File: src/rtl/core/espc_pkg.sv
// ----------------------------------------------------------------------------
// espc_pkg
// Widths, constants, register map and command types of the speed controller.
// ----------------------------------------------------------------------------
`default_nettype none

package espc_pkg;

  // Integral accumulator width and the widths that follow from it
  localparam int INTEGRAL_WIDTH = 40;
  localparam int OP_W     = (INTEGRAL_WIDTH < 47) ? INTEGRAL_WIDTH : 47;
  localparam int OP_HI_W  = OP_W - 24;
  localparam int TOTAL_W  = OP_W + 18;
  localparam int OPX_W    = (INTEGRAL_WIDTH + 1 > 48) ? INTEGRAL_WIDTH + 1 : 48;

  // Field widths
  localparam int PULSE_W  = 16;
  localparam int TARGET_W = 16;
  localparam int DRIVE_W  = 16;
  localparam int SPEED_W  = 24;
  localparam int ERR_W    = 25;
  localparam int CFG_IDX_W  = 3;
  localparam int CFG_DATA_W = 17;

  // Shared multiplier
  localparam int MUL_A_W = 18;
  localparam int MUL_B_W = 26;
  localparam int PROD_W  = MUL_A_W + MUL_B_W;

  localparam logic [16:0] ALPHA_ONE = 17'd65536;

  localparam logic signed [36:0] SPD_MAX_X = 37'sd8388607;
  localparam logic signed [36:0] SPD_MIN_X = -37'sd8388608;

  localparam logic signed [INTEGRAL_WIDTH:0] INTEG_MAX_X =
    {2'b00, {(INTEGRAL_WIDTH - 1){1'b1}}};
  localparam logic signed [INTEGRAL_WIDTH:0] INTEG_MIN_X =
    {2'b11, {(INTEGRAL_WIDTH - 1){1'b0}}};

  localparam logic signed [OPX_W-1:0] OP_MAX_X = OPX_W'(64'sd70368744177663);
  localparam logic signed [OPX_W-1:0] OP_MIN_X = -OP_MAX_X;

  // Register map
  typedef enum logic [CFG_IDX_W-1:0] {
    REG_DIR   = 3'd0,
    REG_RPP   = 3'd1,
    REG_ALPHA = 3'd2,
    REG_KP    = 3'd3,
    REG_KI    = 3'd4,
    REG_LIMIT = 3'd5,
    REG_RAMP  = 3'd6
  } cfg_idx_t;

  typedef struct packed {
    logic        dir;
    logic [15:0] rpp;
    logic [16:0] alpha;
    logic [15:0] kp;
    logic [15:0] ki;
    logic [14:0] limit;
    logic [14:0] ramp;
  } cfg_t;

  // Controller states
  typedef enum logic [3:0] {
    ST_IDLE,
    ST_SPEED,
    ST_RAW,
    ST_FILT_NEW,
    ST_FILT_OLD,
    ST_FILT_SUM,
    ST_ERR,
    ST_INTEG,
    ST_KP,
    ST_KI_LO,
    ST_KI_HI,
    ST_FINISH
  } ctrl_state_t;

  // Datapath operations, one per cycle
  typedef enum logic [3:0] {
    OP_NONE,
    OP_SPEED,
    OP_RAW,
    OP_FILT_NEW,
    OP_FILT_OLD,
    OP_FILT_SUM,
    OP_ERR,
    OP_INTEG,
    OP_KP,
    OP_KI_LO,
    OP_KI_HI,
    OP_FINISH
  } dp_op_t;

  typedef struct packed {
    logic   take;
    dp_op_t op;
  } dp_cmd_t;

endpackage

`default_nettype wire

File: src/rtl/core/espc_if.sv
// ----------------------------------------------------------------------------
// espc channel interfaces
// Sample, result and configuration channels with valid/ready handshakes.
// ----------------------------------------------------------------------------
`default_nettype none

interface espc_sample_if;
  import espc_pkg::*;
  logic                       valid;
  logic                       ready;
  logic signed [PULSE_W-1:0]  pulse_delta;
  logic signed [TARGET_W-1:0] target_rpm;

  modport source (output valid, output pulse_delta, output target_rpm, input ready);
  modport sink   (input valid, input pulse_delta, input target_rpm, output ready);
endinterface

interface espc_result_if;
  import espc_pkg::*;
  logic                      valid;
  logic                      ready;
  logic signed [DRIVE_W-1:0] drive_value;
  logic signed [SPEED_W-1:0] speed_estimate;
  logic                      clamped;

  modport source (output valid, output drive_value, output speed_estimate,
                  output clamped, input ready);
  modport sink   (input valid, input drive_value, input speed_estimate,
                  input clamped, output ready);
endinterface

interface espc_cfg_if;
  import espc_pkg::*;
  logic                  valid;
  logic                  ready;
  logic [CFG_IDX_W-1:0]  index;
  logic [CFG_DATA_W-1:0] data;

  modport source (output valid, output index, output data, input ready);
  modport sink   (input valid, input index, input data, output ready);
endinterface

`default_nettype wire

File: src/rtl/core/espc_regs.sv
// ----------------------------------------------------------------------------
// espc_regs
// Configuration register file, written through the configuration channel.
// ----------------------------------------------------------------------------
`default_nettype none

module espc_regs (
  input  logic           clk,
  input  logic           rst,
  espc_cfg_if.sink       cfg,
  output espc_pkg::cfg_t regs
);
  import espc_pkg::*;

  // Always take a write request
  assign cfg.ready = 1'b1;

  // Decode the index and update one register; unknown indexes drop the write
  always_ff @(posedge clk) begin
    if (rst) begin
      regs.dir   <= 1'b0;
      regs.rpp   <= 16'd16;
      regs.alpha <= 17'd13107;
      regs.kp    <= 16'd256;
      regs.ki    <= 16'd655;
      regs.limit <= 15'd1000;
      regs.ramp  <= 15'd10;
    end else if (cfg.valid) begin
      case (cfg_idx_t'(cfg.index))
        REG_DIR:   regs.dir   <= cfg.data[0];
        REG_RPP:   regs.rpp   <= cfg.data[15:0];
        REG_ALPHA: regs.alpha <= cfg.data[16:0];
        REG_KP:    regs.kp    <= cfg.data[15:0];
        REG_KI:    regs.ki    <= cfg.data[15:0];
        REG_LIMIT: regs.limit <= cfg.data[14:0];
        REG_RAMP:  regs.ramp  <= cfg.data[14:0];
        default: begin
        end
      endcase
    end
  end

endmodule

`default_nettype wire

File: src/rtl/core/espc_ctrl.sv
// ----------------------------------------------------------------------------
// espc_ctrl
// Sequencer: steps the datapath through one sample and owns result valid.
// ----------------------------------------------------------------------------
`default_nettype none

module espc_ctrl (
  input  logic              clk,
  input  logic              rst,
  input  logic              in_valid,
  output logic              in_ready,
  output logic              out_valid,
  input  logic              out_ready,
  output espc_pkg::dp_cmd_t cmd
);
  import espc_pkg::*;

  ctrl_state_t state;
  ctrl_state_t state_next;
  logic        can_publish;
  logic        publish;

  assign can_publish = !out_valid || out_ready;

  // Next state
  always_comb begin
    state_next = state;
    case (state)
      ST_IDLE:     if (in_valid) state_next = ST_SPEED;
      ST_SPEED:    state_next = ST_RAW;
      ST_RAW:      state_next = ST_FILT_NEW;
      ST_FILT_NEW: state_next = ST_FILT_OLD;
      ST_FILT_OLD: state_next = ST_FILT_SUM;
      ST_FILT_SUM: state_next = ST_ERR;
      ST_ERR:      state_next = ST_INTEG;
      ST_INTEG:    state_next = ST_KP;
      ST_KP:       state_next = ST_KI_LO;
      ST_KI_LO:    state_next = ST_KI_HI;
      ST_KI_HI:    state_next = ST_FINISH;
      ST_FINISH:   if (can_publish) state_next = ST_IDLE;
      default:     state_next = ST_IDLE;
    endcase
  end

  // Outputs
  always_comb begin
    in_ready = 1'b0;
    cmd.take = 1'b0;
    cmd.op   = OP_NONE;
    publish  = 1'b0;
    case (state)
      ST_IDLE: begin
        in_ready = 1'b1;
        cmd.take = in_valid;
      end
      ST_SPEED:    cmd.op = OP_SPEED;
      ST_RAW:      cmd.op = OP_RAW;
      ST_FILT_NEW: cmd.op = OP_FILT_NEW;
      ST_FILT_OLD: cmd.op = OP_FILT_OLD;
      ST_FILT_SUM: cmd.op = OP_FILT_SUM;
      ST_ERR:      cmd.op = OP_ERR;
      ST_INTEG:    cmd.op = OP_INTEG;
      ST_KP:       cmd.op = OP_KP;
      ST_KI_LO:    cmd.op = OP_KI_LO;
      ST_KI_HI:    cmd.op = OP_KI_HI;
      ST_FINISH: begin
        if (can_publish) begin
          cmd.op  = OP_FINISH;
          publish = 1'b1;
        end
      end
      default: begin
      end
    endcase
  end

  // State and result valid
  always_ff @(posedge clk) begin
    if (rst) begin
      state     <= ST_IDLE;
      out_valid <= 1'b0;
    end else begin
      state <= state_next;
      if (publish) begin
        out_valid <= 1'b1;
      end else if (out_ready) begin
        out_valid <= 1'b0;
      end
    end
  end

endmodule

`default_nettype wire

File: src/rtl/core/espc_dp.sv
// ----------------------------------------------------------------------------
// espc_dp
// Datapath: shared multiplier, speed filter, ramp, saturating integral, clamp.
// ----------------------------------------------------------------------------
`default_nettype none

module espc_dp (
  input  logic                                  clk,
  input  logic                                  rst,
  input  espc_pkg::cfg_t                        regs,
  input  espc_pkg::dp_cmd_t                     cmd,
  input  logic signed [espc_pkg::PULSE_W-1:0]   pulse_delta,
  input  logic signed [espc_pkg::TARGET_W-1:0]  target_rpm,
  output logic signed [espc_pkg::DRIVE_W-1:0]   drive_value,
  output logic signed [espc_pkg::SPEED_W-1:0]   speed_estimate,
  output logic                                  clamped
);
  import espc_pkg::*;

  // Held sample
  logic signed [PULSE_W-1:0]  pd_q;
  logic signed [TARGET_W-1:0] tgt_q;

  // Controller state of the loop
  logic signed [SPEED_W-1:0]        smoothed;
  logic signed [TARGET_W-1:0]       setpoint;
  logic signed [INTEGRAL_WIDTH-1:0] integral;

  // Work registers
  logic signed [INTEGRAL_WIDTH-1:0] prev_integral;
  logic signed [PROD_W-1:0]         prod;
  logic signed [PROD_W-1:0]         acc;
  logic signed [SPEED_W-1:0]        raw;
  logic signed [ERR_W-1:0]          err;
  logic signed [TOTAL_W-1:0]        total;

  // Multiplier operands
  logic signed [MUL_A_W-1:0] mul_a;
  logic signed [MUL_B_W-1:0] mul_b;

  logic [16:0] alpha_c;

  // Raw speed
  logic signed [32:0] speed_p;
  logic signed [32:0] speed_dir;
  logic signed [36:0] speed_x16;
  logic signed [SPEED_W-1:0] raw_next;

  // Filter sum
  logic signed [PROD_W-1:0] filt_sum;

  // Ramp
  logic signed [17:0]         sp_x;
  logic signed [17:0]         tgt_x;
  logic signed [17:0]         step_x;
  logic signed [17:0]         ramp_up;
  logic signed [17:0]         ramp_dn;
  logic signed [TARGET_W-1:0] setpoint_next;

  // Integral
  logic signed [INTEGRAL_WIDTH:0]   integ_sum;
  logic signed [INTEGRAL_WIDTH-1:0] integral_next;
  logic signed [OPX_W-1:0]          integ_x;
  logic signed [OPX_W-1:0]          op_x;
  logic signed [OP_W-1:0]           op;
  logic signed [OP_HI_W-1:0]        op_hi;
  logic [23:0]                      op_lo;

  // Output decision
  logic signed [TOTAL_W-1:0] lim24;
  logic signed [TOTAL_W-1:0] neg_lim24;
  logic signed [TOTAL_W-1:0] total_rnd;
  logic signed [TOTAL_W-1:0] total_trunc;

  assign alpha_c = (regs.alpha > ALPHA_ONE) ? ALPHA_ONE : regs.alpha;

  // Clamp the integral to the multiplier operand range and split it
  assign integ_x = OPX_W'(integral);
  assign op_x    = (integ_x > OP_MAX_X) ? OP_MAX_X :
                   (integ_x < OP_MIN_X) ? OP_MIN_X : integ_x;
  assign op      = op_x[OP_W-1:0];
  assign op_hi   = signed'(op[OP_W-1:24]);
  assign op_lo   = op[23:0];

  // Select multiplier operands for this step
  always_comb begin
    mul_a = '0;
    mul_b = '0;
    case (cmd.op)
      OP_SPEED: begin
        mul_a = signed'(MUL_A_W'(regs.rpp));
        mul_b = MUL_B_W'(pd_q);
      end
      OP_FILT_NEW: begin
        mul_a = signed'(MUL_A_W'(alpha_c));
        mul_b = MUL_B_W'(raw);
      end
      OP_FILT_OLD: begin
        mul_a = signed'(MUL_A_W'(ALPHA_ONE - alpha_c));
        mul_b = MUL_B_W'(smoothed);
      end
      OP_INTEG: begin
        mul_a = signed'(MUL_A_W'(regs.kp));
        mul_b = MUL_B_W'(err);
      end
      OP_KP: begin
        mul_a = signed'(MUL_A_W'(regs.ki));
        mul_b = signed'(MUL_B_W'(op_lo));
      end
      OP_KI_LO: begin
        mul_a = signed'(MUL_A_W'(regs.ki));
        mul_b = MUL_B_W'(op_hi);
      end
      default: begin
      end
    endcase
  end

  // Measured speed: sign by direction, scale to Q16.8, saturate
  assign speed_p   = prod[32:0];
  assign speed_dir = regs.dir ? -speed_p : speed_p;
  assign speed_x16 = 37'(speed_dir) <<< 4;
  assign raw_next  = (speed_x16 > SPD_MAX_X) ? SPD_MAX_X[SPEED_W-1:0] :
                     (speed_x16 < SPD_MIN_X) ? SPD_MIN_X[SPEED_W-1:0] :
                     speed_x16[SPEED_W-1:0];

  assign filt_sum = acc + prod;

  // Move the setpoint toward the target, stopping on it
  assign sp_x    = 18'(setpoint);
  assign tgt_x   = 18'(tgt_q);
  assign step_x  = signed'(18'(regs.ramp));
  assign ramp_up = sp_x + step_x;
  assign ramp_dn = sp_x - step_x;

  always_comb begin
    setpoint_next = setpoint;
    if (sp_x < tgt_x) begin
      setpoint_next = (ramp_up > tgt_x) ? tgt_q : ramp_up[TARGET_W-1:0];
    end else if (sp_x > tgt_x) begin
      setpoint_next = (ramp_dn < tgt_x) ? tgt_q : ramp_dn[TARGET_W-1:0];
    end
  end

  // Saturating integral step
  assign integ_sum = (INTEGRAL_WIDTH + 1)'(integral) + (INTEGRAL_WIDTH + 1)'(err);
  assign integral_next =
    (integ_sum > INTEG_MAX_X) ? INTEG_MAX_X[INTEGRAL_WIDTH-1:0] :
    (integ_sum < INTEG_MIN_X) ? INTEG_MIN_X[INTEGRAL_WIDTH-1:0] :
    integ_sum[INTEGRAL_WIDTH-1:0];

  // Limit compare and truncation toward zero
  assign lim24       = signed'(TOTAL_W'({regs.limit, 24'd0}));
  assign neg_lim24   = -lim24;
  assign total_rnd   = total + (total[TOTAL_W-1] ? signed'(TOTAL_W'(24'hFFFFFF))
                                                 : signed'(TOTAL_W'(0)));
  assign total_trunc = total_rnd >>> 24;

  // Multiplier output register
  always_ff @(posedge clk) begin
    prod <= mul_a * mul_b;
  end

  // Loop state: filter, ramp, integral
  always_ff @(posedge clk) begin
    if (rst) begin
      smoothed <= '0;
      setpoint <= '0;
      integral <= '0;
    end else begin
      case (cmd.op)
        OP_SPEED:    setpoint <= setpoint_next;
        OP_FILT_SUM: smoothed <= filt_sum[SPEED_W+15:16];
        OP_INTEG:    integral <= integral_next;
        OP_FINISH: begin
          if (total > lim24 || total < neg_lim24) begin
            integral <= prev_integral;
          end
        end
        default: begin
        end
      endcase
    end
  end

  // Work registers and result payload
  always_ff @(posedge clk) begin
    if (cmd.take) begin
      pd_q  <= pulse_delta;
      tgt_q <= target_rpm;
    end
    case (cmd.op)
      OP_RAW:      raw <= raw_next;
      OP_FILT_OLD: acc <= prod + PROD_W'(32768);
      OP_ERR:      err <= ERR_W'(signed'({setpoint, 8'd0})) - ERR_W'(smoothed);
      OP_INTEG:    prev_integral <= integral;
      OP_KP:       total <= TOTAL_W'(prod) <<< 8;
      OP_KI_LO:    total <= total + TOTAL_W'(prod);
      OP_KI_HI:    total <= total + (TOTAL_W'(prod) <<< 24);
      OP_FINISH: begin
        speed_estimate <= smoothed;
        if (total > lim24) begin
          drive_value <= signed'(DRIVE_W'(regs.limit));
          clamped     <= 1'b1;
        end else if (total < neg_lim24) begin
          drive_value <= -signed'(DRIVE_W'(regs.limit));
          clamped     <= 1'b1;
        end else begin
          drive_value <= total_trunc[DRIVE_W-1:0];
          clamped     <= 1'b0;
        end
      end
      default: begin
      end
    endcase
  end

endmodule

`default_nettype wire

File: src/rtl/core/encoder_speed_pi_controller.sv
// ----------------------------------------------------------------------------
// encoder_speed_pi_controller
// Encoder speed estimate, IIR smoothing, ramped setpoint and PI drive output.
// ----------------------------------------------------------------------------
//
//   channel  direction  payload                                 handshake
//   sample   in         pulse_delta, target_rpm                 valid/ready
//   result   out        drive_value, speed_estimate, clamped    valid/ready
//   cfg      in         index, data                             valid/ready
//
// A sample accepted at one clock edge gives a valid result after ten sequencer
// steps and one to publish. The next sample is taken only in the idle state,
// once the sequencer is through with the last. One 18x26 multiplier is
// shared by the speed scale, both filter taps, Kp and the two halves of Ki.
// Reset clears the loop state and loads the register defaults.
// A stalled result holds the sequencer in its last step; the next sample is
// taken while the previous result still waits. cfg is always ready.
// ----------------------------------------------------------------------------
`default_nettype none

module encoder_speed_pi_controller (
  input  logic       clk,
  input  logic       rst,
  espc_sample_if.sink   sample,
  espc_result_if.source result,
  espc_cfg_if.sink      cfg
);
  import espc_pkg::*;

  cfg_t    regs;
  dp_cmd_t cmd;

  // Register file
  espc_regs u_regs (
    .clk  (clk),
    .rst  (rst),
    .cfg  (cfg),
    .regs (regs)
  );

  // Sequencer
  espc_ctrl u_ctrl (
    .clk       (clk),
    .rst       (rst),
    .in_valid  (sample.valid),
    .in_ready  (sample.ready),
    .out_valid (result.valid),
    .out_ready (result.ready),
    .cmd       (cmd)
  );

  // Datapath
  espc_dp u_dp (
    .clk            (clk),
    .rst            (rst),
    .regs           (regs),
    .cmd            (cmd),
    .pulse_delta    (sample.pulse_delta),
    .target_rpm     (sample.target_rpm),
    .drive_value    (result.drive_value),
    .speed_estimate (result.speed_estimate),
    .clamped        (result.clamped)
  );

endmodule

`default_nettype wire

File: src/flat_wrapper.sv
// flat-port wrapper written by rule: the top's interface ports become plain ports
module encoder_speed_pi_controller_flat import espc_pkg::*;
  (clk, rst, sample_valid, sample_pulse_delta, sample_target_rpm, sample_ready, result_valid, result_drive_value, result_speed_estimate, result_clamped, result_ready, cfg_valid, cfg_index, cfg_data, cfg_ready);
  espc_sample_if sample_i ();
  espc_result_if result_i ();
  espc_cfg_if cfg_i ();
  input  logic clk;
  input  logic rst;
  input wire logic [$bits(sample_i.valid)-1:0] sample_valid;
  input wire logic [$bits(sample_i.pulse_delta)-1:0] sample_pulse_delta;
  input wire logic [$bits(sample_i.target_rpm)-1:0] sample_target_rpm;
  output wire logic [$bits(sample_i.ready)-1:0] sample_ready;
  output wire logic [$bits(result_i.valid)-1:0] result_valid;
  output wire logic [$bits(result_i.drive_value)-1:0] result_drive_value;
  output wire logic [$bits(result_i.speed_estimate)-1:0] result_speed_estimate;
  output wire logic [$bits(result_i.clamped)-1:0] result_clamped;
  input wire logic [$bits(result_i.ready)-1:0] result_ready;
  input wire logic [$bits(cfg_i.valid)-1:0] cfg_valid;
  input wire logic [$bits(cfg_i.index)-1:0] cfg_index;
  input wire logic [$bits(cfg_i.data)-1:0] cfg_data;
  output wire logic [$bits(cfg_i.ready)-1:0] cfg_ready;
  assign sample_i.valid = sample_valid;
  assign sample_i.pulse_delta = sample_pulse_delta;
  assign sample_i.target_rpm = sample_target_rpm;
  assign sample_ready = sample_i.ready;
  assign result_valid = result_i.valid;
  assign result_drive_value = result_i.drive_value;
  assign result_speed_estimate = result_i.speed_estimate;
  assign result_clamped = result_i.clamped;
  assign result_i.ready = result_ready;
  assign cfg_i.valid = cfg_valid;
  assign cfg_i.index = cfg_index;
  assign cfg_i.data = cfg_data;
  assign cfg_ready = cfg_i.ready;
  encoder_speed_pi_controller u_core (.clk(clk), .rst(rst), .sample(sample_i), .result(result_i), .cfg(cfg_i));
endmodule
File: config.mk
export PLATFORM = sky130hd
export DESIGN_NAME = encoder_speed_pi_controller_flat
export DESIGN_NICKNAME = d
export VERILOG_FILES = /design/src/rtl/core/espc_pkg.sv /design/src/rtl/core/espc_if.sv /design/src/rtl/core/espc_regs.sv /design/src/rtl/core/espc_ctrl.sv /design/src/rtl/core/espc_dp.sv /design/src/rtl/core/encoder_speed_pi_controller.sv /design/src/flat_wrapper.sv
export SDC_FILE = /design/constraint.sdc
export NUM_CORES = 2
export LEC_CHECK = 0
export BUFFER_PORTS_ARGS = -buffer_cell sky130_fd_sc_hd__buf_2
export CAP_MARGIN = 20
export CORE_MARGIN = 3
export CORE_UTILIZATION = 40
export DETAILED_ROUTE_END_ITERATION = 7
export PLACE_DENSITY = 0.57
export SLEW_MARGIN = 15
export SYNTH_ARGS = -nofsm -noshare
export SYNTH_HDL_FRONTEND = slang
export SYNTH_HIERARCHICAL = 1
export SYNTH_SLANG_ARGS = --single-unit
export TNS_END_PERCENT = 50
File: constraint.sdc
create_clock -name clk -period 15.6 [get_ports clk]
set_input_delay 3.12 -clock clk [delete_from_list [all_inputs] [get_ports clk]]
set_output_delay 3.12 -clock clk [all_outputs]
set_load 0.01 [all_outputs]
# Word-level counts from Yosys, hierarchy flattened

Cells that the tools add are included.

Equality and inequality tests: 31
Multiply operators: 1
Multiplexer cells: 31
Magnitude comparators: 13
Reduce and logical (&&, ||, !) cells: 20
Add/subtract/negate cells: 13

Operator list:

| kind                                                                               | number |
|---|---|
| 40-bit two-way mux                                                                 | 5 |
| 58-bit one-hot mux with 3 select lines                                             | 1 |
| 26-bit one-hot mux with 6 select lines                                             | 1 |
| 18-bit one-hot mux with 5 select lines                                             | 1 |
| 16-bit two-way mux                                                                 | 5 |
| 40-bit one-hot mux with 2 select lines                                             | 1 |
| 58-bit by 44-bit adder with 58-bit output                                          | 1 |
| 58-bit adder                                                                       | 1 |
| 58-bit by 40-bit greater-than comparator with 1-bit output                         | 1 |
| 58-bit less-than comparator                                                        | 1 |
| 39-bit negation with 58-bit output                                                 | 1 |
| 24-bit two-way mux                                                                 | 2 |
| 4-bit one-hot mux with 12 select lines                                             | 1 |
| 40-bit by 47-bit greater-than comparator with 1-bit output (second input constant) | 1 |
| 40-bit by 47-bit less-than comparator with 1-bit output (second input constant)    | 1 |
| 18-bit by 26-bit multiplier with 44-bit output                                     | 1 |
| 4-bit one-hot mux with 11 select lines                                             | 1 |
| 40-bit by 25-bit adder with 41-bit output                                          | 1 |
| 41-bit by 40-bit greater-than comparator with 1-bit output (second input constant) | 1 |
| 41-bit by 40-bit less-than comparator with 1-bit output (second input constant)    | 1 |
| 40-bit by 17-bit adder with 40-bit output (second input constant)                  | 1 |
| 40-bit by 25-bit adder with 40-bit output                                          | 1 |
| 40-bit adder                                                                       | 1 |
| 37-bit by 24-bit greater-than comparator with 1-bit output (second input constant) | 1 |
| 33 further kinds                                                                   | 76 |

Register bits: 485
Input bits: 57
Word-level logic and storage cells: 133

# Depth between registers and ports, before layout

Depth in word-level cells: 8
Depth in mapped cells: 41
Mapped depth without buffers: 37

# Modules after synthesis

The synthesis kept the hierarchy.

By module, submodules not included:

| module    | cells each | instances | area each (um^2) |
|---|---|---|---|
| espc_dp   | 5191       | 1         | 46009.1 |
| espc_regs | 356        | 1         | 3905.0 |
| espc_ctrl | 51         | 1         | 412.9 |

# Least setup slack after synthesis

OpenSTA, ideal clock, no wires.

Path type: input port to flip-flop
From: input port result_ready
To: register u_core.u_dp.prod[42]
Library setup time: 72 ps
Buffers on the path: 5
Path slack: 3129 ps
Data required time: 15528 ps
Cell stages on the path: 34
Arrival time: 12399 ps
Cells stage by stage: and2b_1 a21o_1 a21oi_1 clkbuf_1 nand2_1 nor2_1 clkbuf_1 clkbuf_1 buf_1 a22oi_1 o211ai_1 clkbuf_1 nand2_1 fa_1 inv_1 fa_1 fa_1 fa_1 fa_1 inv_1 fa_1 inv_1 ha_1 a21o_1 a21o_1 a21oi_1 o21ai_0 a31oi_1 o21ai_0 or3_1 o21ai_0 o2111ai_1 a21oi_1 xnor2_1

RTL lines:

| item                 | RTL line           | RTL |
|---|---|---|
| from (decl)          | flat_wrapper.sv:17 | `input wire logic [$bits(result_i.ready)-1:0] result_ready;` |
| to (signal assigned) | espc_dp.sv:161     | `prod <= mul_a * mul_b;` |
| to (decl)            | espc_dp.sv:31      | `logic signed [PROD_W-1:0] prod;` |

==> results.yml <==
outcome:
  status: "finished, violations left"
  violations: "DRC"
critical_path:
  slowest_delay_ns: 0.86
  r2r_cells: 32
  cp.required_ns: 16.15
  cpMostUsedCell: "fa_1"
  rrSetupSlack_ns: 4.54
  r2r_end: "u_core/u_dp/prod[42]$_DFF_P_"
  worst-path-buf-inv: 6
  critPathSlowestCell: "nand3_1"
  reg2reg_from: "u_core/u_ctrl/state[3]$_SDFFE_PP0P_"
  path_class: "in2reg"
  end_kind: "flip-flop"
  arrival_ns: 13.48
  critPathTopFamily: "adder cells"
  start_kind: "input pin"
  critPathMaxFanout: 53
sta:
  slew-limit-headroom: 0.239
  final.min_clock_period_ns: 12.93
  fmax_ghz: 0.0773
  tightest_slew_ns: 1.14
  hold_viol_final: 0
  fin_crit_sh: 0.829
  whs_ns: 0.477
  finClkSkew_ns: 0.0680
  drv_slew: 0
  rsz0062_at_grt: "no"
  setup_tns_ns: 0
  setup_violations: 0
  layout_setup_ws_ns: 2.67
yosys:
  muxShareOfSynthArea: 0.0216
  syn_area_per_cell_um2: 8.99
  synth_edf_count: 257
  synth-compound-area-share: 0.156
  yosys.area_share.adder: 0.292
  synthTopCellsByArea: "fa_1 (18%), edfxtp_1 (15%), ha_1 (11%), dfxtp_1 (9.0%), inv_1 (5.1%)"
  async_flop_share: 0
  ys_types: 107
  synth_top_family_by_area: "adder cells"
  synth_top_cell_by_area: "fa_1"
  ys_seq_area_frac: 0.243
  synthSimpleGateAreaFrac: 0.163
  ys.flop_type: "edfxtp_1"
  post_synth_xor_area_fraction: 0.0501
  ys_warn_count: 6
  ys_seq_elements: 482
  syn_inst: 5598
  synth_area_um2: 50300
  yosysTopAreaCellShare: 0.179
grt:
  grt_pass1_wl_um: 252000
  antenna_found_initial: 1
  grt_pass1_vias: 40800
  grt_overflow: 0
  grt.total_usage: 0.250
  grt_max_degree: 77
finish:
  design_area_um2: 54500
  fin_util: 0.439
  num-nets-final: 6571
  regArea_um2: 12200
  n_antenna_cell: 0
  mostFrequentLayoutCells: "inv_1 (685), nand2_1 (544), ha_1 (453), fa_1 (451), nor2_1 (426)"
  multi_input_area_um2: 34600
  fillCellCount: 12100
  final_layout_size_suffix_gt1_frac: 0.0643
  layout_commonest_cell: "inv_1"
  fin_cells: 7295
  syn_to_final_growth_pct: 8.31
route:
  via_per_inst: 5.68
  antenna_left: 0
  avgRoutedWirePerCell_um: 22.6
  drcViolationCount: 8
  firstDrtPassIters: 8
  vias: 41400
  routed_wirelength_um: 165000
  drt-initial-drc-count: 4022
floorplanning:
  num_rows: 129
  io_pins: 101
  core-area_um2: 124000
  dieHeight_um: 361
  start_util: 0.405
  fp.dieW_um: 361
  dieArea_um2: 130000
clocking:
  postCtsSetupRepairBufs: 0
  tritoncts: "done"
  max-clock-path-buffers: 3
  cts-resized-gates: 0
  h-tree-depth: 2
  clk_pin_slew_worst_paths_ns: 0.06
  clock_sinks: 482
  clock_latency_ns: 0.68
  cts_root_buffer: "clkbuf_16"
  numCtsBuffers: 56
  ctsHoldBuffers: 0
place:
  io_buffers: 99
  dp_hpwl_um: 127000
  dpl.cell_count: 7187
  dp_slack_ns: 2.24
  gp_congestion: 0.927
  dpl_cell_area_um2: 52500
min_path:
  hold_path_startpoint: "u_core/u_regs/regs[55]$_SDFFE_PP0P_"
  hold_class: "reg2reg"
  min_path_cells: 2
  worstHoldEndpoint: "u_core/u_regs/regs[55]$_SDFFE_PP0P_"
power:
  total_power_mw: 5.30
  power_leakage_nw: 24.1
  peakVddDrop_mv: 0.0966
  power_density_nw_per_um2: 97.2
run:
  drv_cap: 0
cell families (layout without fill, tap and decap cells):
| kind of cell | Yosys count | after routing |
|---|---|---|
| and+or+nand+nor | 1701 | 1701 |
| AOI/OAI and AO/OA | 1174 | 1174 |
| buffers and inverters | 938 | 975 |
| adders and majority gates | 904 | 904 |
| DFF | 482 | 482 |
| xor gates and xnor gates | 288 | 288 |
| muxes | 108 | 108 |
| other | 3 | 26 |
tightest hold or removal path, stage by stage (launching register included):
cell      delay [ns]
dfxtp_1         0.31
nand2b_1        0.06
mux2i_1         0.05
synth_stat cells, types with 47 or more instances:
cell,count
clkbuf_1,194
nand3_1,98
ha_1,453
dfxtp_1,225
fa_1,451
edfxtp_1,257
nor2b_1,56
xor2_1,111
nand2_1,544
nand2b_1,174
nand4_1,62
mux2i_1,102
nor3_1,94
inv_1,687
xnor2_1,177
o21ai_0,229
and3_1,47
a21oi_1,300
o21a_1,53
a21o_1,149
nor2_1,431
layout make-up:
class                           instances  share of cell area
Tap cell                             1637              0.0376
Clock buffer                           74              0.0295
Clock inverter                         32             0.00657
Sequential cell                       482               0.224
Timing Repair Buffer                  181              0.0206
Multi-Input combinational cell       4201               0.634
Inverter                              688              0.0474
power by group:
part | switching, mW | internal, mW
clock network | 0.612 | 0.801
registers | 0.111 | 1.45
logic | 1.46 | 0.865
metal layers:
metal,track usage,share of wire,up-vias
met5,0,0,-
met4,0.0946,0.043,0
met3,0.0385,0.075,291
met2,0.398,0.45,1560
met1,0.343,0.43,20300
li1,-,-,19300
registers in the layout (all words and copies together), names as in the netlist:
register	flops
u_core/u_ctrl/out_valid	1
u_core/u_ctrl/state	4
u_core/u_dp/acc	40
u_core/u_dp/clamped	1
u_core/u_dp/drive_value	16
u_core/u_dp/err	25
u_core/u_dp/integral	40
u_core/u_dp/pd_q	16
u_core/u_dp/prev_integral	40
u_core/u_dp/prod	44
u_core/u_dp/raw	21
u_core/u_dp/setpoint	16
u_core/u_dp/smoothed	24
u_core/u_dp/speed_estimate	24
u_core/u_dp/tgt_q	16
u_core/u_dp/total	58
u_core/u_regs/regs	96
worst max-delay path by stage:
stage / startpoint / to / slack [ns] / cells after the start
2_1_floorplan: result_ready / u_core/u_dp/prod[42]$_DFF_P_ / 3.13 / 34
3_3_place_gp: result_ready / u_core/u_dp/prod[42]$_DFF_P_ / 2.41 / 32
3_5_place_dp: result_ready / u_core/u_dp/prod[42]$_DFF_P_ / 2.24 / 32
4_1_cts: result_ready / u_core/u_dp/prod[42]$_DFF_P_ / 2.86 / 32
5_1_grt: result_ready / u_core/u_dp/prod[42]$_DFF_P_ / 2.08 / 32
6_report: result_ready / u_core/u_dp/prod[42]$_DFF_P_ / 2.67 / 31
No activity file was read; power rests on OpenSTA's default activity.
